--- config.mk ---
export PLATFORM = sky130hd
export DESIGN_NAME = substring_search_stream
export DESIGN_NICKNAME = d
export VERILOG_FILES = /design/src/design/sss_pkg.sv /design/src/design/sss_needle.sv /design/src/design/sss_front.sv /design/src/design/sss_queue.sv /design/src/design/sss_back.sv /design/src/design/substring_search_stream.sv
export SDC_FILE = /design/constraint.sdc
export NUM_CORES = 2
export LEC_CHECK = 0
export ABC_AREA = 1
export BUFFER_PORTS_ARGS = -buffer_cell sky130_fd_sc_hd__buf_2
export CORE_MARGIN = 1.5
export CORE_UTILIZATION = 64
export CTS_CLUSTER_SIZE = 28
export DETAILED_ROUTE_END_ITERATION = 8
export MAX_ROUTING_LAYER = met4
export PLACE_DENSITY = 0.79
export SYNTH_ARGS = -nofsm -noshare
export SYNTH_HDL_FRONTEND = slang
export SYNTH_SLANG_ARGS = --single-unit
--- constraint.sdc ---
create_clock -name clk -period 8 [get_ports clk]
set_input_delay 0.4 -clock clk [delete_from_list [all_inputs] [get_ports clk]]
set_output_delay 0.4 -clock clk [all_outputs]
set_load 0.01 [all_outputs]
--- src/design/sss_pkg.sv ---
// Shared types and constants for the streaming substring search.
// Used by every module of the block and by its checker; depends on nothing.
`timescale 1ns / 1ps

package sss_pkg;

    // Sizing of the search.
    localparam int MAX_NEEDLE     = 32;
    localparam int POSITION_WIDTH = 16;

    // Fixed by the configuration register map.
    localparam int CFG_DATA_W    = 64;
    localparam int CFG_INDEX_W   = 3;
    localparam int NEEDLE_REGS   = 4;
    localparam int NEEDLE_BYTES  = NEEDLE_REGS * (CFG_DATA_W / 8);
    localparam int NB_IDX_W      = $clog2(NEEDLE_BYTES);
    localparam int NLEN_W        = 6;

    // Derived widths.
    localparam int LEN_W     = $clog2(MAX_NEEDLE + 1);
    localparam int WIDE_W    = (LEN_W > NLEN_W) ? LEN_W : NLEN_W;
    localparam int WIN_DEPTH = (MAX_NEEDLE > 1) ? MAX_NEEDLE - 1 : 1;

    localparam int QUEUE_DEPTH = 2;
    localparam int QPTR_W      = $clog2(QUEUE_DEPTH);
    localparam int QCNT_W      = $clog2(QUEUE_DEPTH + 1);

    // Register indexes of the configuration port.
    localparam logic [CFG_INDEX_W-1:0] CFG_NEEDLE_LOW    = 3'd0;
    localparam logic [CFG_INDEX_W-1:0] CFG_NEEDLE_SECOND = 3'd1;
    localparam logic [CFG_INDEX_W-1:0] CFG_NEEDLE_THIRD  = 3'd2;
    localparam logic [CFG_INDEX_W-1:0] CFG_NEEDLE_HIGH   = 3'd3;
    localparam logic [CFG_INDEX_W-1:0] CFG_NEEDLE_LENGTH = 3'd4;

    typedef struct packed {
        logic [7:0] haystack_byte;
        logic       last;
    } haystack_t;

    typedef struct packed {
        logic                      found;
        logic [POSITION_WIDTH-1:0] position;
        logic                      position_saturated;
    } result_t;

    // One classified beat as it travels from the front to the back.
    typedef struct packed {
        logic [7:0] hay_byte;
        logic       last;
        logic       term;
    } entry_t;

    // Needle reversed so that element j lines up with the byte j places back.
    typedef struct packed {
        logic [MAX_NEEDLE-1:0][7:0] pattern;
        logic [MAX_NEEDLE-1:0]      mask;
        logic [LEN_W-1:0]           len;
    } needle_t;

endpackage

--- src/design/sss_needle.sv ---
// Configuration registers of the needle and the registered, aligned copy
// that the compare uses. Depends on sss_pkg.
`timescale 1ns / 1ps

module sss_needle (
    input  logic                               clk,
    input  logic                               rst_n,
    input  logic                               cfg_valid,
    input  logic [sss_pkg::CFG_INDEX_W-1:0]    cfg_index,
    input  logic [sss_pkg::CFG_DATA_W-1:0]     cfg_data,
    output sss_pkg::needle_t                   needle
);
    import sss_pkg::*;

    logic [NEEDLE_REGS-1:0][CFG_DATA_W-1:0] needle_reg;
    logic [NLEN_W-1:0]                      length_reg;
    logic [NEEDLE_BYTES-1:0][7:0]           needle_bytes;
    logic [WIDE_W-1:0]                      len_wide;
    logic [LEN_W-1:0]                       len_eff;
    needle_t                                aligned_next;
    needle_t                                aligned_reg;

    assign needle_bytes = needle_reg;

    always_ff @(posedge clk or negedge rst_n)
    begin
        if (!rst_n)
        begin
            needle_reg <= '0;
            length_reg <= '0;
        end
        else if (cfg_valid)
        begin
            case (cfg_index)
                CFG_NEEDLE_LOW:    needle_reg[0] <= cfg_data;
                CFG_NEEDLE_SECOND: needle_reg[1] <= cfg_data;
                CFG_NEEDLE_THIRD:  needle_reg[2] <= cfg_data;
                CFG_NEEDLE_HIGH:   needle_reg[3] <= cfg_data;
                CFG_NEEDLE_LENGTH: length_reg    <= cfg_data[NLEN_W-1:0];
                default:           ;
            endcase
        end
    end

    // Lengths above the window size are clamped to it.
    always_comb
    begin
        logic [WIDE_W-1:0] idx;
        idx = '0;
        if (WIDE_W'(length_reg) > WIDE_W'(MAX_NEEDLE))
            len_wide = WIDE_W'(MAX_NEEDLE);
        else
            len_wide = WIDE_W'(length_reg);
        len_eff = len_wide[LEN_W-1:0];

        aligned_next.len = len_eff;
        for (int j = 0; j < MAX_NEEDLE; j++)
        begin
            idx = len_wide - WIDE_W'(1) - WIDE_W'(j);
            aligned_next.mask[j]    = (WIDE_W'(j) < len_wide);
            aligned_next.pattern[j] = 8'h00;
            if (aligned_next.mask[j] && (idx < WIDE_W'(NEEDLE_BYTES)))
                aligned_next.pattern[j] = needle_bytes[idx[NB_IDX_W-1:0]];
        end
    end

    always_ff @(posedge clk or negedge rst_n)
    begin
        if (!rst_n)
            aligned_reg <= '0;
        else
            aligned_reg <= aligned_next;
    end

    assign needle = aligned_reg;

endmodule

--- src/design/sss_front.sv ---
// Input stage: takes haystack beats, marks terminators and hands them to the
// queue. Depends on sss_pkg.
`timescale 1ns / 1ps

module sss_front (
    input  logic                clk,
    input  logic                rst_n,
    input  logic                haystack_valid,
    output logic                haystack_stall,
    input  sss_pkg::haystack_t  haystack,
    input  logic                queue_full,
    output logic                push,
    output sss_pkg::entry_t     push_entry
);
    import sss_pkg::*;

    logic   front_valid_reg;
    entry_t front_entry_reg;
    logic   accept;

    assign haystack_stall = front_valid_reg && queue_full;
    assign accept         = haystack_valid && !haystack_stall;
    assign push           = front_valid_reg && !queue_full;
    assign push_entry     = front_entry_reg;

    always_ff @(posedge clk or negedge rst_n)
    begin
        if (!rst_n)
            front_valid_reg <= 1'b0;
        else if (accept)
            front_valid_reg <= 1'b1;
        else if (push)
            front_valid_reg <= 1'b0;
    end

    always_ff @(posedge clk)
    begin
        if (accept)
        begin
            front_entry_reg.hay_byte <= haystack.haystack_byte;
            front_entry_reg.last     <= haystack.last;
            front_entry_reg.term     <= (haystack.haystack_byte == 8'h00);
        end
    end

endmodule

--- src/design/sss_queue.sv ---
// Short queue between the front and the search engine.
// Depends on sss_pkg.
`timescale 1ns / 1ps

module sss_queue (
    input  logic            clk,
    input  logic            rst_n,
    input  logic            push,
    input  sss_pkg::entry_t push_entry,
    input  logic            pop,
    output logic            full,
    output logic            empty,
    output sss_pkg::entry_t head
);
    import sss_pkg::*;

    entry_t              slot_reg [QUEUE_DEPTH];
    logic [QPTR_W-1:0]   wr_ptr_reg;
    logic [QPTR_W-1:0]   rd_ptr_reg;
    logic [QCNT_W-1:0]   count_reg;
    logic                do_push;
    logic                do_pop;

    assign full    = (count_reg == QCNT_W'(QUEUE_DEPTH));
    assign empty   = (count_reg == '0);
    assign do_push = push && !full;
    assign do_pop  = pop && !empty;
    assign head    = slot_reg[rd_ptr_reg];

    always_ff @(posedge clk or negedge rst_n)
    begin
        if (!rst_n)
        begin
            wr_ptr_reg <= '0;
            rd_ptr_reg <= '0;
            count_reg  <= '0;
        end
        else
        begin
            if (do_push)
                wr_ptr_reg <= (wr_ptr_reg == QPTR_W'(QUEUE_DEPTH - 1)) ? '0
                                                                       : wr_ptr_reg + 1'b1;
            if (do_pop)
                rd_ptr_reg <= (rd_ptr_reg == QPTR_W'(QUEUE_DEPTH - 1)) ? '0
                                                                       : rd_ptr_reg + 1'b1;
            if (do_push && !do_pop)
                count_reg <= count_reg + 1'b1;
            else if (do_pop && !do_push)
                count_reg <= count_reg - 1'b1;
        end
    end

    always_ff @(posedge clk)
    begin
        if (do_push)
            slot_reg[wr_ptr_reg] <= push_entry;
    end

endmodule

--- src/design/sss_back.sv ---
// Search engine: sliding window, parallel compare, byte counter and the
// result register. Depends on sss_pkg.
`timescale 1ns / 1ps

module sss_back (
    input  logic             clk,
    input  logic             rst_n,
    input  sss_pkg::needle_t needle,
    input  logic             empty,
    input  sss_pkg::entry_t  head,
    output logic             pop,
    output logic             result_valid,
    input  logic             result_stall,
    output sss_pkg::result_t result
);
    import sss_pkg::*;

    localparam logic [POSITION_WIDTH-1:0] POS_MAX = '1;

    logic [7:0]                window_reg [WIN_DEPTH];
    logic [LEN_W-1:0]          fill_reg;
    logic [POSITION_WIDTH-1:0] index_reg;
    logic                      saturated_reg;
    logic                      decided_reg;
    logic                      result_valid_reg;
    result_t                   result_reg;

    logic [LEN_W-1:0]          fill_next;
    logic                      empty_needle;
    logic                      searching;
    logic                      match;
    logic                      emit;
    result_t                   result_next;

    assign pop          = !empty && (!result_valid_reg || !result_stall);
    assign empty_needle = (needle.len == '0);
    // A byte that moves the window: live search, real needle, not a terminator.
    assign searching    = !decided_reg && !empty_needle && !head.term;
    assign fill_next    = (fill_reg < LEN_W'(MAX_NEEDLE)) ? fill_reg + 1'b1 : fill_reg;

    always_comb
    begin
        logic [7:0] hist;
        hist  = 8'h00;
        match = (fill_next >= needle.len);
        for (int j = 0; j < MAX_NEEDLE; j++)
        begin
            if (j == 0)
                hist = head.hay_byte;
            else
                hist = window_reg[(j > 0) ? j - 1 : 0];
            if (needle.mask[j] && (needle.pattern[j] != hist))
                match = 1'b0;
        end
    end

    always_comb
    begin
        result_next = '0;
        emit        = 1'b0;
        if (!decided_reg)
        begin
            if (empty_needle)
            begin
                emit              = 1'b1;
                result_next.found = 1'b1;
            end
            else if (head.term)
                emit = 1'b1;
            else if (match)
            begin
                emit              = 1'b1;
                result_next.found = 1'b1;
                if (saturated_reg)
                begin
                    result_next.position           = POS_MAX;
                    result_next.position_saturated = 1'b1;
                end
                else
                    result_next.position = index_reg
                                         - POSITION_WIDTH'(needle.len - LEN_W'(1));
            end
            else if (head.last)
                emit = 1'b1;
        end
    end

    always_ff @(posedge clk or negedge rst_n)
    begin
        if (!rst_n)
        begin
            fill_reg         <= '0;
            index_reg        <= '0;
            saturated_reg    <= 1'b0;
            decided_reg      <= 1'b0;
            result_valid_reg <= 1'b0;
        end
        else
        begin
            if (pop)
            begin
                if (head.last)
                begin
                    fill_reg      <= '0;
                    index_reg     <= '0;
                    saturated_reg <= 1'b0;
                    decided_reg   <= 1'b0;
                end
                else
                begin
                    if (emit)
                        decided_reg <= 1'b1;
                    if (searching)
                    begin
                        fill_reg <= fill_next;
                        if (index_reg == POS_MAX)
                            saturated_reg <= 1'b1;
                        else
                            index_reg <= index_reg + 1'b1;
                    end
                end
            end
            if (pop && emit)
                result_valid_reg <= 1'b1;
            else if (!result_stall)
                result_valid_reg <= 1'b0;
        end
    end

    // Window contents past the fill count never decide a match, so no clearing.
    always_ff @(posedge clk)
    begin
        if (pop && searching)
        begin
            window_reg[0] <= head.hay_byte;
            for (int i = 1; i < WIN_DEPTH; i++)
                window_reg[i] <= window_reg[i - 1];
        end
        if (pop && emit)
            result_reg <= result_next;
    end

    assign result_valid = result_valid_reg;
    assign result       = result_reg;

endmodule

--- src/design/substring_search_stream.sv ---
// Top level of the streaming first-occurrence substring search.
// Instantiates sss_needle, sss_front, sss_queue and sss_back; uses sss_pkg.
//
//  Channel    Handshake                Content of one beat
//  ---------  -----------------------  -----------------------------------------
//  haystack   haystack_valid / _stall  haystack_byte, last
//  result     result_valid / _stall    found, position, position_saturated
//  config     cfg_valid / cfg_ready    cfg_index (0..4), cfg_data (64 bits)
//
// One haystack byte is taken per clock cycle when the result side keeps up; a
// deciding byte reaches the result through the front register, a queue slot
// and the result register. The compare of the whole 32-byte window against
// the pre-aligned needle is combinational. Reset (rst_n low, asynchronous)
// clears the search state and all configuration to zero. A stall on the
// result side fills the two-entry queue and then backs up into haystack_stall.
// Configuration takes effect from the aligned copy; cfg_ready is always high.
`timescale 1ns / 1ps

module substring_search_stream (
    input  logic                             clk,
    input  logic                             rst_n,
    input  logic                             haystack_valid,
    output logic                             haystack_stall,
    input  sss_pkg::haystack_t               haystack,
    output logic                             result_valid,
    input  logic                             result_stall,
    output sss_pkg::result_t                 result,
    input  logic                             cfg_valid,
    output logic                             cfg_ready,
    input  logic [sss_pkg::CFG_INDEX_W-1:0]  cfg_index,
    input  logic [sss_pkg::CFG_DATA_W-1:0]   cfg_data
);
    import sss_pkg::*;

    needle_t needle;
    entry_t  push_entry;
    entry_t  head;
    logic    push;
    logic    pop;
    logic    queue_full;
    logic    queue_empty;

    // Register writes are always taken in the same cycle.
    assign cfg_ready = 1'b1;

    // Needle registers and the aligned copy that the compare sees.
    sss_needle u_needle (
        .clk       (clk),
        .rst_n     (rst_n),
        .cfg_valid (cfg_valid),
        .cfg_index (cfg_index),
        .cfg_data  (cfg_data),
        .needle    (needle)
    );

    // Front: accepts a beat and flags the terminator byte.
    sss_front u_front (
        .clk            (clk),
        .rst_n          (rst_n),
        .haystack_valid (haystack_valid),
        .haystack_stall (haystack_stall),
        .haystack       (haystack),
        .queue_full     (queue_full),
        .push           (push),
        .push_entry     (push_entry)
    );

    // The queue lets the front keep taking beats while a result waits.
    sss_queue u_queue (
        .clk        (clk),
        .rst_n      (rst_n),
        .push       (push),
        .push_entry (push_entry),
        .pop        (pop),
        .full       (queue_full),
        .empty      (queue_empty),
        .head       (head)
    );

    // Back: window, compare, byte counter and the result register.
    sss_back u_back (
        .clk          (clk),
        .rst_n        (rst_n),
        .needle       (needle),
        .empty        (queue_empty),
        .head         (head),
        .pop          (pop),
        .result_valid (result_valid),
        .result_stall (result_stall),
        .result       (result)
    );

endmodule

==> metrics.txt <==
# TYPE chip_impl_metric gauge
chip_impl_info{name="outcome",value="finished with violations"} 1
chip_impl_info{name="failing_checks",value="max-capacitance violations, max-slew violations"} 1
chip_impl_metric{name="ioPinCount",unit=""} 102
chip_impl_metric{name="avgRoutedWirePerCell",unit="um"} 28.14
chip_impl_metric{name="finalNetCount",unit=""} 6498
chip_impl_metric{name="arrival",unit="ps"} 6300
chip_impl_metric{name="number_of_synthesized_flops_with_an_enable_pin",unit=""} 296
chip_impl_metric{name="setup_violations",unit=""} 0
chip_impl_metric{name="synth.mux.area_fraction",unit="%"} 0.7357
chip_impl_metric{name="stdcell_area",unit="um^2"} 53240
chip_impl_metric{name="final_wirelength",unit="mm"} 208.9
chip_impl_metric{name="final_critical_path_time_including_i_o_delays_and_setup",unit="ps"} 5712
chip_impl_metric{name="yosys.area_share.xor_xnor",unit="%"} 4.978
chip_impl_metric{name="start_util",unit="%"} 64.60
chip_impl_metric{name="die-height",unit="um"} 279.7
chip_impl_metric{name="port_buffers",unit=""} 100
chip_impl_metric{name="postSynth.asyncResetShare",unit="%"} 66.40
chip_impl_metric{name="report.final.hold_viol_count",unit=""} 0
chip_impl_metric{name="ys.warnings.count",unit=""} 0
chip_impl_metric{name="post_synth_num_cell_types",unit=""} 57
chip_impl_metric{name="numCtsBuffers",unit=""} 89
chip_impl_metric{name="synth_simple_gate_area_share",unit="%"} 24.60
chip_impl_metric{name="power_density",unit="nW/um^2"} 461.0
chip_impl_metric{name="finalPower",unit="mW"} 24.54
chip_impl_metric{name="vias",unit=""} 47330
chip_impl_info{name="synth_top_family_by_area",value="simple AND/OR/NAND/NOR gates"} 1
chip_impl_metric{name="areaGrowthSynthToFinish",unit="%"} 8.690
chip_impl_metric{name="worst-endpoint-required",unit="ps"} 8590
chip_impl_metric{name="drtIter0Drc",unit=""} 8185
chip_impl_metric{name="dp_hpwl",unit="mm"} 157.3
chip_impl_metric{name="numPlacedInstances",unit=""} 7246
chip_impl_metric{name="cts.hold.buffers_added",unit=""} 11
chip_impl_metric{name="worst_vdd_ir",unit="mV"} 0.2801
chip_impl_metric{name="transition_at_the_pin_with_the_smallest_max_transition_slack",unit="ps"} 1599
chip_impl_metric{name="grt_max_degree",unit=""} 173
chip_impl_metric{name="min_period_over_period",unit="%"} 71.39
chip_impl_metric{name="core.rowCount",unit=""} 101
chip_impl_info{name="critPathCaptureType",value="register"} 1
chip_impl_metric{name="post-cts-setup-buffer-count",unit=""} 0
chip_impl_info{name="grt_setup_unrepaired",value="false"} 1
chip_impl_info{name="yosys-top-cells-area",value="dfrtp_1 30%, edfxtp_1 18%, nand2_1 16%, o21ai_0 11%, nor2_1 4.6%"} 1
chip_impl_metric{name="leakage_power_total",unit="nW"} 24.39
chip_impl_metric{name="post_route_setup_tns",unit="ps"} 0
chip_impl_metric{name="clock_latency_at_the_later_pin_of_the_worst_skew_pair",unit="ps"} 710
chip_impl_metric{name="largest_reg_flops",unit=""} 293
chip_impl_metric{name="finalClockSkew",unit="ps"} 34.70
chip_impl_metric{name="synthesized_area_fraction_occupied_by_ao_oa_aoi_and_oai_cells",unit="%"} 13.48
chip_impl_metric{name="cts.sink_count",unit=""} 881
chip_impl_metric{name="grt_overflow",unit=""} 0
chip_impl_metric{name="track_usage",unit="%"} 54.91
chip_impl_metric{name="buffers_from_clock_root_to_sink_at_most",unit=""} 3
chip_impl_metric{name="viasPerCell",unit=""} 6.374
chip_impl_metric{name="placed_cell_area",unit="um^2"} 50010
chip_impl_info{name="dominantRegCellSynth",value="dfrtp_1"} 1
chip_impl_metric{name="slew-limit-headroom",unit="%"} -7.752
chip_impl_info{name="setup.worst_path.class",value="reg -> reg"} 1
chip_impl_metric{name="synthesis.instances",unit=""} 6415
chip_impl_metric{name="cts.repair.resized",unit=""} 0
chip_impl_metric{name="grt_pass1_vias",unit=""} 42660
chip_impl_metric{name="drt_pass1_iterations",unit=""} 8
chip_impl_metric{name="final_cell_count_no_fill",unit=""} 7425
chip_impl_metric{name="maxClockFrequency",unit="GHz"} 0.1751
chip_impl_metric{name="mappedNetlistNets",unit=""} 6543
chip_impl_metric{name="layout-drive-gt1-share",unit="%"} 6.456
chip_impl_metric{name="drtAntennaViolNets",unit=""} 0
chip_impl_info{name="setup.worst_path.start_class",value="register"} 1
chip_impl_info{name="cts_tree",value="yes"} 1
chip_impl_metric{name="grt_first_pass_wirelength",unit="mm"} 293.8
chip_impl_metric{name="largest_fanout_on_the_critical_path",unit=""} 92
chip_impl_metric{name="drt_drc_violations_left",unit=""} 0
chip_impl_metric{name="synth.top_cell.area_share",unit="%"} 29.89
chip_impl_metric{name="die_x",unit="um"} 279.7
chip_impl_metric{name="syn-cell-area",unit="um^2"} 48980
chip_impl_info{name="hold_class",value="in -> reg"} 1
chip_impl_metric{name="htreeDepth",unit=""} 3
chip_impl_info{name="netlist.top_cell.by_area",value="dfrtp_1"} 1
chip_impl_metric{name="post_synth_fa_ha_maj_area_fraction",unit="%"} 1.216
chip_impl_metric{name="finalWeightedCongestion",unit=""} 1.173
chip_impl_metric{name="synth-seq-cells",unit=""} 881
chip_impl_metric{name="maxCapViolations",unit=""} 7
chip_impl_metric{name="part_of_the_yosys_area_used_for_sequential_elements",unit="%"} 48.03
chip_impl_metric{name="synth_area_per_cell",unit="um^2"} 7.636
chip_impl_metric{name="num-fill-cells",unit=""} 5624
chip_impl_metric{name="dieArea",unit="um^2"} 78200
chip_impl_metric{name="antenna_found_initial",unit=""} 8
chip_impl_info{name="cts.root.buffer_cell",value="clkbuf_16"} 1
chip_impl_metric{name="slew_violations",unit=""} 16
chip_impl_metric{name="coreArea",unit="um^2"} 75820
chip_impl_metric{name="clkSlewWorstSetupHoldPaths",unit="ps"} 60
[synth_stat cells, drive strengths merged (4+ instances only)]
cell type  count
xnor2        220
ha            46
nand3        182
nand4         13
or2           25
buf          160
clkbuf       160
inv          520
dfrtp        585
xor2          31
nand2       2148
o211ai         4
clkinv         4
o21a           4
nor3          79
o21ai       1183
edfxtp       296
nor2         602
a31oi          9
a21boi         4
nand3b         4
a21oi         77
mux2i         36
a21o           4
[logic make-up after synthesis]
group                    Yosys count
AO/OA/AOI/OAI                   1295
adder cells (fa/ha/maj)           47
other                              1
buffers and inverters            844
multiplexers                      36
AND/OR/NAND/NOR                 3060
XOR/XNOR                         251
flip-flops                       881
[power breakdown]
group	internal [mW]	switching [mW]	total [mW]	leakage [nW]
clock network	2.53	1.96	4.48	1.50
registers	6.03	1.03	7.06	10.3
logic	3.20	9.80	13.0	12.6
[per-stage QoR]
stage / hold WS (ps) / worst slack (ps) / util, %
after detailed placement: 431.6 / 2656 / 65.95
after global routing: 27.65 / 2214 / 70.22
after CTS: 24.17 / 2632 / 70.21
final: 17.64 / 2288 / 70.22
after global placement: 423.2 / 2676 / 65.95
after floorplan: 104.4 / 1615 / -
[critical path, cell delays in order, from the launching register on]
cell and delay [ps]:
dfrtp_1 670, inv_2 160, nand2_8 400, ha_2 510
nand2_2 140, nand2_4 390, buf_4 580, xor2_4 370
buf_4 330, o21ai_0 1160, nand2_1 250, nand2_1 170
nor2_1 60, nor2_1 280
[area by class of cell]
| cell class | count | area [um^2] | share of cell area (%) |
|---|---|---|---|
| Tap cell | 978 | 1224 | 2.298 |
| Antenna cell | 3 | 7.507 | 0.01410 |
| Multi-Input combinational cell | 4690 | 22160 | 41.63 |
| Timing Repair Buffer | 184 | 1231 | 2.313 |
| Clock buffer | 122 | 2512 | 4.719 |
| Inverter | 524 | 1974 | 3.708 |
| Clock inverter | 43 | 601.8 | 1.130 |
| Sequential cell | 881 | 23530 | 44.19 |
[layout by cell type, fill, tap and decap left out, types with 79 or more instances in the layout]
cell type,netlist,layout
nand3_1,180,178
inv_1,502,502
clkbuf_16,0,90
o21ai_1,82,90
edfxtp_1,296,296
nor2_1,595,595
buf_2,112,99
xnor2_1,216,216
nand2_1,2133,2130
dfrtp_1,585,585
nor3_1,79,79
o21ai_0,1099,1091
[routing by layer]
| metal | global-route usage, % | wire length [um] | vias to the layer above |
|---|---|---|---|
| li1 | - | - | 20480 |
| met1 | 66.82 | 72550 | 22130 |
| met2 | 75.42 | 85260 | 3796 |
| met3 | 17.21 | 29210 | 923 |
| met4 | 43.65 | 21890 | 0 |
| met5 | - | 0 | - |
[final timing paths]
path	endpoint	cells past startpoint	from	slack [ps]
setup / recovery	u_needle.needle[270]	13	u_needle.length_reg[5]	2290
max in group asynchronous	u_needle.needle[138]	3	rst_n	5900
hold / removal	u_needle.needle_bytes[240]	3	cfg_data[48]	20
hold reg to reg	u_back.window_reg[4][16]	0	u_back.window_reg[4][8]	460
setup reg to reg	u_needle.needle[270]	13	u_needle.length_reg[5]	2290
min in group asynchronous	u_needle.needle_bytes[53]	2	rst_n	370
Power figures use the tool's default switching activity.
